[config.mk]
export PLATFORM = sky130hd
export DESIGN_NAME = glmc_queue
export DESIGN_NICKNAME = d
export VERILOG_FILES = /design/src/rtl/core/glmc_pkg.sv /design/src/rtl/core/glmc_queue.sv
export SDC_FILE = /design/constraint.sdc
export NUM_CORES = 1
export LEC_CHECK = 0
export ABC_AREA = 0
export CORE_UTILIZATION = 55
export DETAILED_ROUTE_END_ITERATION = 6
export DONT_BUFFER_PORTS = 1
export GPL_ROUTABILITY_DRIVEN = 0
export PLACE_DENSITY = 0.7
export SYNTH_ARGS = -nofsm -noshare
export SYNTH_HDL_FRONTEND = slang
export SYNTH_SLANG_ARGS = --single-unit
[constraint.sdc]
create_clock -name clk -period 10.5 [get_ports clk]
set_input_delay 0.525 -clock clk [delete_from_list [all_inputs] [get_ports clk]]
set_output_delay 0.525 -clock clk [all_outputs]
set_load 0.005 [all_outputs]
[src/rtl/core/glmc_pkg.sv]
// Shared types and constants for the grid local minimum counter.
package glmc_pkg;

  localparam int MAX_COLUMNS = 1024;
  localparam int MAX_ROWS    = 1024;

  localparam int SAMPLE_W    = 32;
  localparam int COUNT_W     = 21;
  localparam int CFG_W       = 11;
  localparam int CFG_INDEX_W = 2;
  localparam int COL_W       = $clog2(MAX_COLUMNS);
  localparam int ROW_W       = $clog2(MAX_ROWS);
  localparam int QUEUE_DEPTH = 4;
  localparam int QPTR_W      = $clog2(QUEUE_DEPTH);

  localparam logic [CFG_INDEX_W-1:0] REG_ROW_COUNT    = CFG_INDEX_W'(0);
  localparam logic [CFG_INDEX_W-1:0] REG_COLUMN_COUNT = CFG_INDEX_W'(1);

  localparam logic [CFG_W-1:0]   SIZE_MIN  = CFG_W'(2);
  localparam logic [COUNT_W-1:0] COUNT_MAX = {COUNT_W{1'b1}};

  // position of a sample relative to the frame edges
  typedef struct packed {
    logic last_col;
    logic last_row;
    logic row_first;
    logic row_second;
    logic col_first;
    logic col_second;
  } pos_t;

  typedef struct packed {
    logic [SAMPLE_W-1:0] sample;
    logic [SAMPLE_W-1:0] up;
    logic [SAMPLE_W-1:0] mid;
    pos_t                pos;
  } entry_t;

  // [row][col], row 0 oldest line, col 0 oldest column
  typedef logic [2:0][2:0][SAMPLE_W-1:0] win_t;

endpackage

[src/rtl/core/glmc_queue.sv]
// Short word queue between front and back ends.
module glmc_queue (
  input  logic             clk,
  input  logic             rst,
  input  logic             push,
  input  glmc_pkg::entry_t push_data,
  output logic             full,
  input  logic             pop,
  output glmc_pkg::entry_t pop_data,
  output logic             empty
);
  import glmc_pkg::*;

  entry_t            mem [QUEUE_DEPTH];
  logic [QPTR_W-1:0] wr_ptr;
  logic [QPTR_W-1:0] rd_ptr;
  logic [QPTR_W:0]   fill;

  assign full     = (fill == (QPTR_W+1)'(QUEUE_DEPTH));
  assign empty    = (fill == '0);
  assign pop_data = mem[rd_ptr];

  always_ff @(posedge clk) begin
    if (rst) begin
      wr_ptr <= '0;
      rd_ptr <= '0;
      fill   <= '0;
    end else begin
      if (push) begin
        wr_ptr <= wr_ptr + QPTR_W'(1);
      end
      if (pop) begin
        rd_ptr <= rd_ptr + QPTR_W'(1);
      end
      case ({push, pop})
        2'b10:   fill <= fill + (QPTR_W+1)'(1);
        2'b01:   fill <= fill - (QPTR_W+1)'(1);
        default: fill <= fill;
      endcase
    end
  end

  always_ff @(posedge clk) begin
    if (push) begin
      mem[wr_ptr] <= push_data;
    end
  end

endmodule

Yosys cells after proc, flatten, opt, wreduce, memory -nomap -nowiden
Memory sizes are Yosys's and may differ from the RTL's. A register that Yosys moved wholly into a read port is not among the register bits.
Index checks and enable logic that the tools add are counted.
Widths: inputs -> output; s select.
Word-level totals
  register bits after elaboration: 7
  memory bits (writable): 408
  input bits: 106
  output and inout port bits: 104
  logic and storage cells: 18
  memories: 1
Operators by class
  $add $sub $neg: 4
  equal/unequal tests: 3
  muxes and demuxes: 5
  reduce and logical (&&, ||, !) cells: 2
Memory list
  mem: depth 4, width 102, read ports 1, clocked after memory_dff 1, wr ports 1, line glmc_queue.sv:14  | entry_t mem [QUEUE_DEPTH];
Operators by type and width (number)
  $pmux 3 s2: 1
  $add 2x1->2 const B: 2
  $mux 2: 2
  $add 3x1->3 const B: 1
  $eq 3x3->1 const B: 1
  $logic_not 3->1: 1
  $sub 3x1->3 const B: 1
  $eq 2x1->1 const B: 1
  $eq 2x2->1 const B: 1
  $mux 1: 2
  $reduce_bool 2->1: 1

Longest topological paths before layout
  depth after elaboration: 3
  depth in mapped cells: 7
  mapped depth without buffers: 7

Worst setup path before layout
Ideal clock, no wire load.
  path type: register to register
  start: register wr_ptr[0]
  end: memory mem[0][0] (netlist name) (enable)
  library setup time: 0.472 ns
  arrival: 2.898 ns
  data required time: 10.028 ns
  path slack: 7.130 ns
  cell stages (with the launch flop): 4
  path buffers: 0
  clock period less this slack: 3.370 ns
  cell sequence: dfxtp_1 > inv_1 > ha_1 > and2_1
RTL lines
  start: declaration: line glmc_queue.sv:15  | logic [QPTR_W-1:0] wr_ptr;
  start signal: assignment: line glmc_queue.sv:30  | wr_ptr <= wr_ptr + QPTR_W'(1);
  end: declaration: line glmc_queue.sv:14
No word-level cell before the write port.

==> impl_metrics.env <==
export IMPL_post_cts_buffers=0
export IMPL_ir_drop_uv=119
export IMPL_cp_required_ns=9.98
export IMPL_final_cell_mix="408 x edfxtp_1, 102 x mux4_2, 42 x clkbuf_16, 18 x clkbuf_1, 8 x nor2_1"
export IMPL_synth_seq_cells=417
export IMPL_dp_hpwl_mm=15.2
export IMPL_syn_area_sq_um=15100
export IMPL_drive_gt1_frac=0.258
export IMPL_cp_arrival_ns=3.36
export IMPL_holdWs_ns=0.0842
export IMPL_grt_overflow=0
export IMPL_final_cells=976
export IMPL_fin_crit_ns=3.89
export IMPL_syn_inst=579
export IMPL_fmax_mhz=257
export IMPL_die_width_microns=168
export IMPL_cp_max_fo=43
export IMPL_rows=60
export IMPL_cap_violations=0
export IMPL_final_util=0.620
export IMPL_crit_path_end_kind="primary output"
export IMPL_grt_total_usage=0.184
export IMPL_syn_to_final_growth_pct=10.3
export IMPL_multi_input_area_sq_um=2530
export IMPL_insertion_delay_ns=0.52
export IMPL_wl_per_cell_microns=25.9
export IMPL_ioPinCount=210
export IMPL_cts_sinks=417
export IMPL_synth_avg_cell_area_sq_um=26.2
export IMPL_cts_max_level=2
export IMPL_cts_buffers=41
export IMPL_ff_latch_area_sq_um=12400
export IMPL_grt_max_degree=63
export IMPL_leakage_nw=5.14
export IMPL_clk_pin_slew_ns=0.06
export IMPL_finalWirelength_mm=25.3
export IMPL_antenna_found_initial=0
export IMPL_crit_type="flop to primary output"
export IMPL_r2r_cells=4
export IMPL_core_sq_um=27000
export IMPL_drv_slew=0
export IMPL_dp_cells=904
export IMPL_cts_tree="built"
export IMPL_die_h_microns=168
export IMPL_grt_pass1_vias=6390
export IMPL_rsz0062_at_grt="false"
export IMPL_tightest_slew_ns=0.939
export IMPL_synth_distinct_cells=20
export IMPL_holdBufCountCts=0
export IMPL_detail_route_antenna_nets=0
export IMPL_period_share=0.370
export IMPL_vias=5900
export IMPL_firstDrtPassIters=5
export IMPL_clk_path_buf_depth=3
export IMPL_fill_cells=1760
export IMPL_fin_nets=718
export IMPL_ys_seq_area_frac=0.821
export IMPL_yosys_warnings=0
export IMPL_portBuffers=0
export IMPL_finalWorstSetupSlack_ns=6.61
export IMPL_initial_core_util=0.562
export IMPL_place_ws_ns=7.01
export IMPL_min_path_cells=1
export IMPL_drtIter0Drc=527
export IMPL_dieArea_sq_um=28200
export IMPL_fin_tns_setup_ns=0
export IMPL_finalSetupViolCount=0
export IMPL_worstSetupStartpointType="flop"
export IMPL_fin_skew_ns=0.0162
export IMPL_post_cts_resized=0
export IMPL_relSlewSlack=0.374
export IMPL_hold_path_class="input port to flop"
export IMPL_antennaDiodeCount=0
export IMPL_outcome="finished, final reports clean"
export IMPL_root_buffer="clkbuf_16"
export IMPL_grt_pass1_wl_mm=38.2
export IMPL_drc=0
export IMPL_final_common_cell="edfxtp_1"
export IMPL_p_per_area_nw_per_um2=210
export IMPL_finalHoldViolCount=0
export IMPL_routed_via_density=6.05
export IMPL_syn_num_nets=691
[Yosys cell counts]
| cell | instances | area share |
|---|---|---|
| edfxtp_1 | 408 | 0.81 |
| mux4_2 | 102 | 0.15 |
| buf_2 | 10 | 0.0033 |
| buf_6 | 9 | 0.0067 |
| dfxtp_1 | 9 | 0.012 |
| nor2_1 | 8 | 0.0020 |
| inv_1 | 6 | 0.0015 |
| ha_1 | 5 | 0.0041 |
| and2_1 | 4 | 0.0017 |
| clkbuf_1 | 4 | 0.00099 |
| xor2_1 | 3 | 0.0017 |
| a21oi_1 | 2 | 0.00066 |
| xnor2_1 | 2 | 0.0012 |
| and3_1 | 1 | 0.00041 |
| fa_1 | 1 | 0.0013 |
| mux2i_1 | 1 | 0.00066 |
| nand2_1 | 1 | 0.00025 |
| nor3_1 | 1 | 0.00033 |
| o21ai_0 | 1 | 0.00033 |
| or3_1 | 1 | 0.00041 |
[critical path, cell delays in order, from the launching register on]
cell     delay [ns]
dfxtp_4        0.62
buf_4          0.69
buf_4          0.77
mux4_2         0.64
[final timing paths]
| path | to | from | slack (ns) |
|---|---|---|---|
| setup / recovery | pop_data[34] | flop | 6.61 |
| hold / removal | fill[0] | rst | 0.08 |
| setup reg to reg | mem[1][14] | wr_ptr[1] | 8.09 |
| hold reg to reg | fill[2] | fill[2] | 0.51 |
[routing by layer]
| metal | share of wire | vias to the layer above | global-route usage |
|---|---|---|---|
| met5 | 0 | - | 0 |
| met3 | 0.11 | 39 | 0.0715 |
| met1 | 0.38 | 3073 | 0.234 |
| met4 | 0.019 | 0 | 0.0542 |
| li1 | - | 2533 | - |
| met2 | 0.49 | 255 | 0.298 |
[power by group]
part	leakage (nW)	internal [mW]	switching [mW]
clock	0.598	0.792	0.553
sequential	3.82	1.91	0.0293
combinational	0.723	0.0985	0.114
total	5.14	2.80	0.696
[layout make-up]
class                      count  area share
clock buffer                  61      0.0678
clock inverter                11     0.00592
inverter                       6     0.00135
multi-input combinational    133       0.152
sequential                   417       0.745
tap                          341      0.0255
timing repair buffer           7     0.00315
[cell families after synthesis]
family,synth area share
AND/OR/NAND/NOR,0.00504
flip-flops,0.821
multiplexers,0.152
buffers and inverters,0.0125
AO/OA/AOI/OAI,0.000991
adder cells (fa/ha/maj),0.00545
XOR/XNOR,0.00289
[metrics by stage]
step | power, mW | instance area, sq um
2_1_floorplan | 2.15 | 15100
3_3_place_gp | 2.19 | 15500
3_5_place_dp | 2.20 | 15500
4_1_cts | 3.54 | 16700
5_1_grt | 3.61 | 16700
6_report | 3.50 | 16700
[state kept, by name, indices dropped and copies added, names as in the netlist, named ones only]
name    flops
rd_ptr      2
wr_ptr      2
mem       408
fill        3
Power figures use the tool's default switching activity.
