--- src/rtl/core/glmc_pkg.sv ---
// Shared types and constants for the grid local minimum counter.
package glmc_pkg;

  localparam int MAX_COLUMNS = 1024;
  localparam int MAX_ROWS    = 1024;

  localparam int SAMPLE_W    = 32;
  localparam int COUNT_W     = 21;
  localparam int CFG_W       = 11;
  localparam int CFG_INDEX_W = 2;
  localparam int COL_W       = $clog2(MAX_COLUMNS);
  localparam int ROW_W       = $clog2(MAX_ROWS);
  localparam int QUEUE_DEPTH = 4;
  localparam int QPTR_W      = $clog2(QUEUE_DEPTH);

  localparam logic [CFG_INDEX_W-1:0] REG_ROW_COUNT    = CFG_INDEX_W'(0);
  localparam logic [CFG_INDEX_W-1:0] REG_COLUMN_COUNT = CFG_INDEX_W'(1);

  localparam logic [CFG_W-1:0]   SIZE_MIN  = CFG_W'(2);
  localparam logic [COUNT_W-1:0] COUNT_MAX = {COUNT_W{1'b1}};

  // position of a sample relative to the frame edges
  typedef struct packed {
    logic last_col;
    logic last_row;
    logic row_first;
    logic row_second;
    logic col_first;
    logic col_second;
  } pos_t;

  typedef struct packed {
    logic [SAMPLE_W-1:0] sample;
    logic [SAMPLE_W-1:0] up;
    logic [SAMPLE_W-1:0] mid;
    pos_t                pos;
  } entry_t;

  // [row][col], row 0 oldest line, col 0 oldest column
  typedef logic [2:0][2:0][SAMPLE_W-1:0] win_t;

endpackage

--- src/rtl/core/glmc_back.sv ---
// Back end: 3x3 window, minimum test, frame count and result register.
module glmc_back (
  input  logic                          clk,
  input  logic                          rst,
  input  logic                          q_empty,
  input  glmc_pkg::entry_t              q_data,
  output logic                          q_pop,
  output logic                          count_valid,
  input  logic                          count_stall,
  output logic [glmc_pkg::COUNT_W-1:0]  minimum_count
);
  import glmc_pkg::*;

  // strict minimum test of window cell (wr, wc) against in-frame neighbors
  function automatic logic cand_min(input win_t w, input logic [2:0] rok,
                                    input logic [2:0] cok, input int wr, input int wc);
    logic ok;
    int   rr;
    int   cc;
    ok = rok[wr] && cok[wc];
    for (int dr = 0; dr < 3; dr++) begin
      for (int dc = 0; dc < 3; dc++) begin
        rr = wr + dr - 1;
        cc = wc + dc - 1;
        if (!(dr == 1 && dc == 1) && rr >= 0 && rr <= 2 && cc >= 0 && cc <= 2) begin
          if (rok[rr] && cok[cc]) begin
            ok = ok && ($signed(w[wr][wc]) < $signed(w[rr][cc]));
          end
        end
      end
    end
    return ok;
  endfunction

  logic               en;
  win_t               win;
  logic               b1_valid;
  pos_t               b1_pos;
  logic [2:0]         row_ok;
  logic [2:0]         col_ok;
  logic               h11;
  logic               h12;
  logic               h21;
  logic               h22;
  logic [2:0]         hits;
  logic               b2_valid;
  logic               b2_last;
  logic [2:0]         b2_hits;
  logic [COUNT_W-1:0] running_count;
  logic [COUNT_W:0]   sum_wide;
  logic [COUNT_W-1:0] sum_sat;

  assign en    = !count_valid || !count_stall;
  assign q_pop = en && !q_empty;

  always_ff @(posedge clk) begin
    if (q_pop) begin
      for (int r = 0; r < 3; r++) begin
        win[r][0] <= win[r][1];
        win[r][1] <= win[r][2];
      end
      win[0][2] <= q_data.up;
      win[1][2] <= q_data.mid;
      win[2][2] <= q_data.sample;
      b1_pos    <= q_data.pos;
    end
  end

  assign row_ok = {1'b1, !b1_pos.row_first, !b1_pos.row_first && !b1_pos.row_second};
  assign col_ok = {1'b1, !b1_pos.col_first, !b1_pos.col_first && !b1_pos.col_second};

  always_comb begin
    h11  = cand_min(win, row_ok, col_ok, 1, 1);
    h12  = b1_pos.last_col && cand_min(win, row_ok, col_ok, 1, 2);
    h21  = b1_pos.last_row && cand_min(win, row_ok, col_ok, 2, 1);
    h22  = b1_pos.last_row && b1_pos.last_col && cand_min(win, row_ok, col_ok, 2, 2);
    hits = 3'(h11) + 3'(h12) + 3'(h21) + 3'(h22);
  end

  always_ff @(posedge clk) begin
    if (en) begin
      b2_hits <= hits;
      b2_last <= b1_pos.last_row && b1_pos.last_col;
    end
  end

  assign sum_wide = {1'b0, running_count} + (COUNT_W+1)'(b2_hits);
  assign sum_sat  = sum_wide[COUNT_W] ? COUNT_MAX : sum_wide[COUNT_W-1:0];

  always_ff @(posedge clk) begin
    if (rst) begin
      b1_valid      <= 1'b0;
      b2_valid      <= 1'b0;
      running_count <= '0;
      count_valid   <= 1'b0;
    end else begin
      if (en) begin
        b1_valid <= q_pop;
        b2_valid <= b1_valid;
      end
      if (en && b2_valid) begin
        running_count <= b2_last ? '0 : sum_sat;
        count_valid   <= b2_last;
      end else if (count_valid && !count_stall) begin
        count_valid <= 1'b0;
      end
    end
  end

  always_ff @(posedge clk) begin
    if (en && b2_valid && b2_last) begin
      minimum_count <= sum_sat;
    end
  end

endmodule

--- config.mk ---
export PLATFORM = sky130hd
export DESIGN_NAME = glmc_back
export DESIGN_NICKNAME = d
export VERILOG_FILES = /design/src/rtl/core/glmc_pkg.sv /design/src/rtl/core/glmc_back.sv
export SDC_FILE = /design/constraint.sdc
export NUM_CORES = 1
export LEC_CHECK = 0
export BUFFER_PORTS_ARGS = -buffer_cell sky130_fd_sc_hd__buf_2
export CAP_MARGIN = 0
export CORE_UTILIZATION = 40
export CTS_CLUSTER_SIZE = 14
export DETAILED_ROUTE_END_ITERATION = 8
export PLACE_DENSITY = 0.53
export RECOVER_POWER = 50
export SLEW_MARGIN = 20
export SYNTH_ARGS = -nofsm -noshare
export SYNTH_HDL_FRONTEND = slang
export SYNTH_SLANG_ARGS = --single-unit
--- constraint.sdc ---
create_clock -name clk -period 17.31 [get_ports clk]
set_input_delay 0 -clock clk [delete_from_list [all_inputs] [get_ports clk]]
set_output_delay 0 -clock clk [all_outputs]
set_load 0.03 [all_outputs]
* Yosys cells after proc, flatten, opt, wreduce, memory -nomap -nowiden *
Cells that the tools add are included.

storage, ports and cells
  register bits = 343
  latch bits = 0
  bits in writable memories = 0
  ROM bits = 0
  input bits = 106
  output and inout port bits = 23
  logic and storage cells = 112
  memories kept = 0

cells by class
  add/sub/neg operators = 4
  $mul = 0
  divide/modulo/power cells = 0
  magnitude comparators = 21
  equal/unequal tests = 0
  shift-type cells = 0
  mux-type cells = 22
  bitwise logic cells = 0
  reduce and logical (&&, ||, !) cells = 43

operators by type and width
  operator           number
  $lt 32x32->1       21
  $mux 21            2
  $logic_and 1x1->1  34
  $add 21x3->22      1
  $mux 1             20
  $logic_not 1->1    7
  $add 2x1->3        1
  $add 3x1->3        1
  $add 1x1->2        1
  $reduce_bool 2->1  1
  $logic_or 1x1->1   1

* Logic depth before layout (Yosys ltp) *
  word-level depth = 20
  gate-level depth with buffers = 13

* Worst setup path after synthesis *
Ideal clock, no wire load.

  path type = reg-to-reg
  from = register count_valid
  to = register b1_pos[0] (netlist bit), enable pin
  arrival = 14,738 ps
  required time = 16,238 ps
  slack = 1,500 ps
  stages on the path, launching flop included = 2
  period minus slack after synthesis = 15,810 ps
  cells stage by stage = dfxtp_1 > a21oi_1

on the way
  longest elaborated chain between the ends = 3

ends and longest elaborated chain
  what                    RTL line          text
  start, declared         glmc_back.sv:8    output logic count_valid,
  start signal, assigned  glmc_back.sv:103  count_valid <= b2_last;
  $logic_not 1->1         glmc_back.sv:53   assign en = !count_valid || !count_stall;
  $logic_or 1x1->1        glmc_back.sv:53
  $logic_and 1x1->1       glmc_back.sv:54   assign q_pop = en && !q_empty;
  net q_pop               glmc_back.sv:7    output logic q_pop,
  end signal, assigned    glmc_back.sv:65   b1_pos <= q_data.pos;
  end, declared           glmc_back.sv:38   pos_t b1_pos;

The timed path passes the listed nets, and every way through them passes these cells.
A chain may end at the register's enable or synchronous reset.

* Final worst setup path *
  from = register count_valid
  to = register win[178] (netlist bit), enable pin

on the way
  longest elaborated chain between the ends = 3

ends and longest elaborated chain
  what                           RTL line         text
  $logic_not 1->1                glmc_back.sv:53
  $logic_or 1x1->1               glmc_back.sv:53
  $logic_and 1x1->1              glmc_back.sv:54
  end signal, assigned by index  glmc_back.sv:59  win[r][0] <= win[r][1];
  end signal, assigned by index  glmc_back.sv:60  win[r][1] <= win[r][2];
  end, declared                  glmc_back.sv:36  win_t win;

Every way passes these cells.

==> flow_summary.yaml <==
cts:
  cts_tree: "built"
  htree_levels: 2
  cts-root-buf: "clkbuf_16"
  cts_sinks: 343
  clkSlewWorstSetupHoldPaths_ps: 60
  cts_buffers: 42
  cts_resized: 0
  cts_max_path_buffers: 3
  post-cts-setup-buffers: 0
  clock_latency_ps: 570
die:
  die_x_um: 239
  start_util_pct: 40.6
  die_area_mm2: 0.0570
  rows: 86
  io_pins: 129
  fp.dieH_um: 239
  core_mm2: 0.0552
synth:
  synthTopCellsByArea: "edfxtp_1 43%, ha_1 27%, inv_1 4.7%, a21oi_1 3.5%, a21o_1 2.7%"
  synthCells: 2005
  synthDistinctLibCells: 73
  synth_warnings: 0
  syn_area_mm2: 0.0224
  synth_top_area_share_pct: 42.7
  ys_ff_latch: 343
  synthFlopType: "edfxtp_1"
  synth_nets: 2589
  avgSynthCellArea_um2: 11.2
  yosysMostFrequentCell: "ha_1"
  synth_commonest_cells: "476 x ha_1, 319 x edfxtp_1, 281 x inv_1"
  yosys.area.top_type: "edfxtp_1"
  ys_seq_area_share_pct: 44.9
  synth_edf_count: 319
  async_flop_share_pct: 0
route:
  route.detailed.drc: 0
  firstDrtPassIters: 5
  vias: 16558
  first_iter_violations: 1186
  avgViaCountPerCell: 5.42
  routedWlPerCell_um: 21.2
  drt.antenna.violating_nets: 0
  routed_wirelength_um: 64800
global_route:
  grt_pass1_wl_um: 97700
  grt_pass1_vias: 16816
  grt_util_all_layers_pct: 22.9
  overflow: 0
  antenna_found_initial: 2
  grt_max_degree: 150
setup_path:
  crit_family: "buffers and inverters"
  max_stage_delay_ps: 2670
  worstPathArrival_ps: 5300
  cpMaxStageDelayCell: "clkbuf_1"
  startpoint_type: "flip-flop"
  critPathBufInv: 3
  crit_fanout: 149
  timing.critical_path.cells: "a21oi_4 > clkbuf_1 > buf_12 > buf_4"
  critPathKind: "reg2reg"
  end_kind: "flip-flop"
  required_ps: 17490
final_layout:
  final_core_util_pct: 47.7
  drive_gt1_share_pct: 7.59
  multi_input_area_mm2: 0.0113
  regArea_mm2: 0.0101
  area_delta_synth_final_pct: 17.5
  final_nets: 2858
  final_cell_area_mm2: 0.0263
  fillers: 5027
placement:
  io_buffers: 128
  placed_cell_area_mm2: 0.0240
  dp_hpwl_um: 50400
  place_congestion: 0.926
  dp_slack_ps: 12480
sta:
  min_period_ps: 5120
  fin_crit_sh_pct: 29.6
  max_freq_mhz: 195
  setup_tns_ps: 0
  drv_slew: 67
  finalWorstSetupSlack_ps: 12190
  fin_worst_skew_ps: 18.3
  rsz0062_at_grt: "no"
  slew_headroom_pct: -155
  final_hold_viol_count: 0
  finalSetupViolCount: 0
  worstMarginPinSlew_ps: 3830
run:
  cap_violations: 1
min_path:
  hold_path.class: "in2reg"
power_and_ir_drop:
  powerDensity_mw_per_mm2: 83.4
  power_uw: 2200
  cellLeakagePower_uw: 0.0120
  vdd_drop_max_mv: 0.0784
status:
  status: "finished with violations"
  violations: "max-capacitance violations, max-slew violations"
## layout by cell type (no fill, tap or decap), types with 8 or more instances in the layout
| cell | n |
|---|---|
| dfxtp_1 | 24 |
| o21bai_1 | 8 |
| nand3_1 | 24 |
| and3_1 | 12 |
| and4_1 | 13 |
| clkbuf_16 | 44 |
| clkbuf_1 | 41 |
| nand4_1 | 73 |
| nand2_1 | 101 |
| a21o_1 | 82 |
| a21oi_1 | 155 |
| or3_1 | 9 |
| nor3_1 | 21 |
| a22oi_1 | 10 |
| inv_1 | 281 |
| dlygate4sd3_1 | 107 |
| a211oi_1 | 31 |
| nor2_1 | 81 |
| a221oi_1 | 8 |
| nor2b_1 | 17 |
| o211ai_1 | 17 |
| nand2b_1 | 11 |
| nor4_1 | 11 |
| ha_1 | 476 |
| buf_2 | 95 |
| o21ai_0 | 71 |
| edfxtp_1 | 319 |
| a31oi_1 | 19 |
## what timing repair did
action / CTS / global route
hold endpoints to repair: 126 / 0
setup endpoints to repair: 0 / 0
hold buffers: 107 / 0
## path summary, 6_finish.rpt
kind	start	endpoint	slack, ps	cells after the start
setup reg to reg	count_valid	win[178]	12190	4
setup / recovery	count_valid	win[178]	12190	4
hold reg to reg	win[42]	win[10]	440	0
hold / removal	q_data[81]	win[267]	140	2
## logic make-up (layout without fill, tap and decap cells)
group | count (synthesis) | in the layout | share of synthesized area (%)
fa+ha+maj | 478 | 478 | 26.7
xor+xnor | 14 | 14 | 0.547
flops | 343 | 343 | 44.9
compound gates | 471 | 471 | 13.5
mux | 5 | 5 | 0.229
simple gates | 398 | 398 | 9.13
other cells | 0 | 1 | 0
buf+inv | 296 | 598 | 4.97
## state kept, by name (all words and copies together), names as in the netlist
signal / count
b1_valid: 1
b2_last: 1
count_valid: 1
b2_valid: 1
minimum_count: 21
b1_pos: 6
running_count: 21
win: 288
b2_hits: 3
## per-layer routing
metal  up-vias  part of all wire, %  track usage, %
met4         0                  2.9            7.61
met1      7986                   46            30.4
met2       377                   46            38.1
met5         -                    0               0
met3        94                  4.8            3.44
li1       8101                    -               -
## layout make-up
type	count	area share (%)
repair buffers	240	6.52
diodes	1	0.00950
well taps	748	3.55
clock buffers	52	4.33
inverters	281	4.00
flip-flops and latches	343	38.2
clock inverters	25	0.646
multi-input cells	1366	42.7
## through the flow
step / instances / hold WS [ps]
after detailed placement: 2871 / 178
final: 3056 / 137
after global routing: 3055 / 124
after CTS: 3055 / 106
after floorplan: 2005 / 79.3
after global placement: 2871 / 177
## power breakdown
| part | switching (µW) | internal, µW |
|---|---|---|
| Sequential | 49.6 | 958 |
| Clock | 361 | 485 |
| Combinational | 198 | 146 |
| Total | 609 | 1590 |
Note: power is estimated with default switching activity, not from simulation.
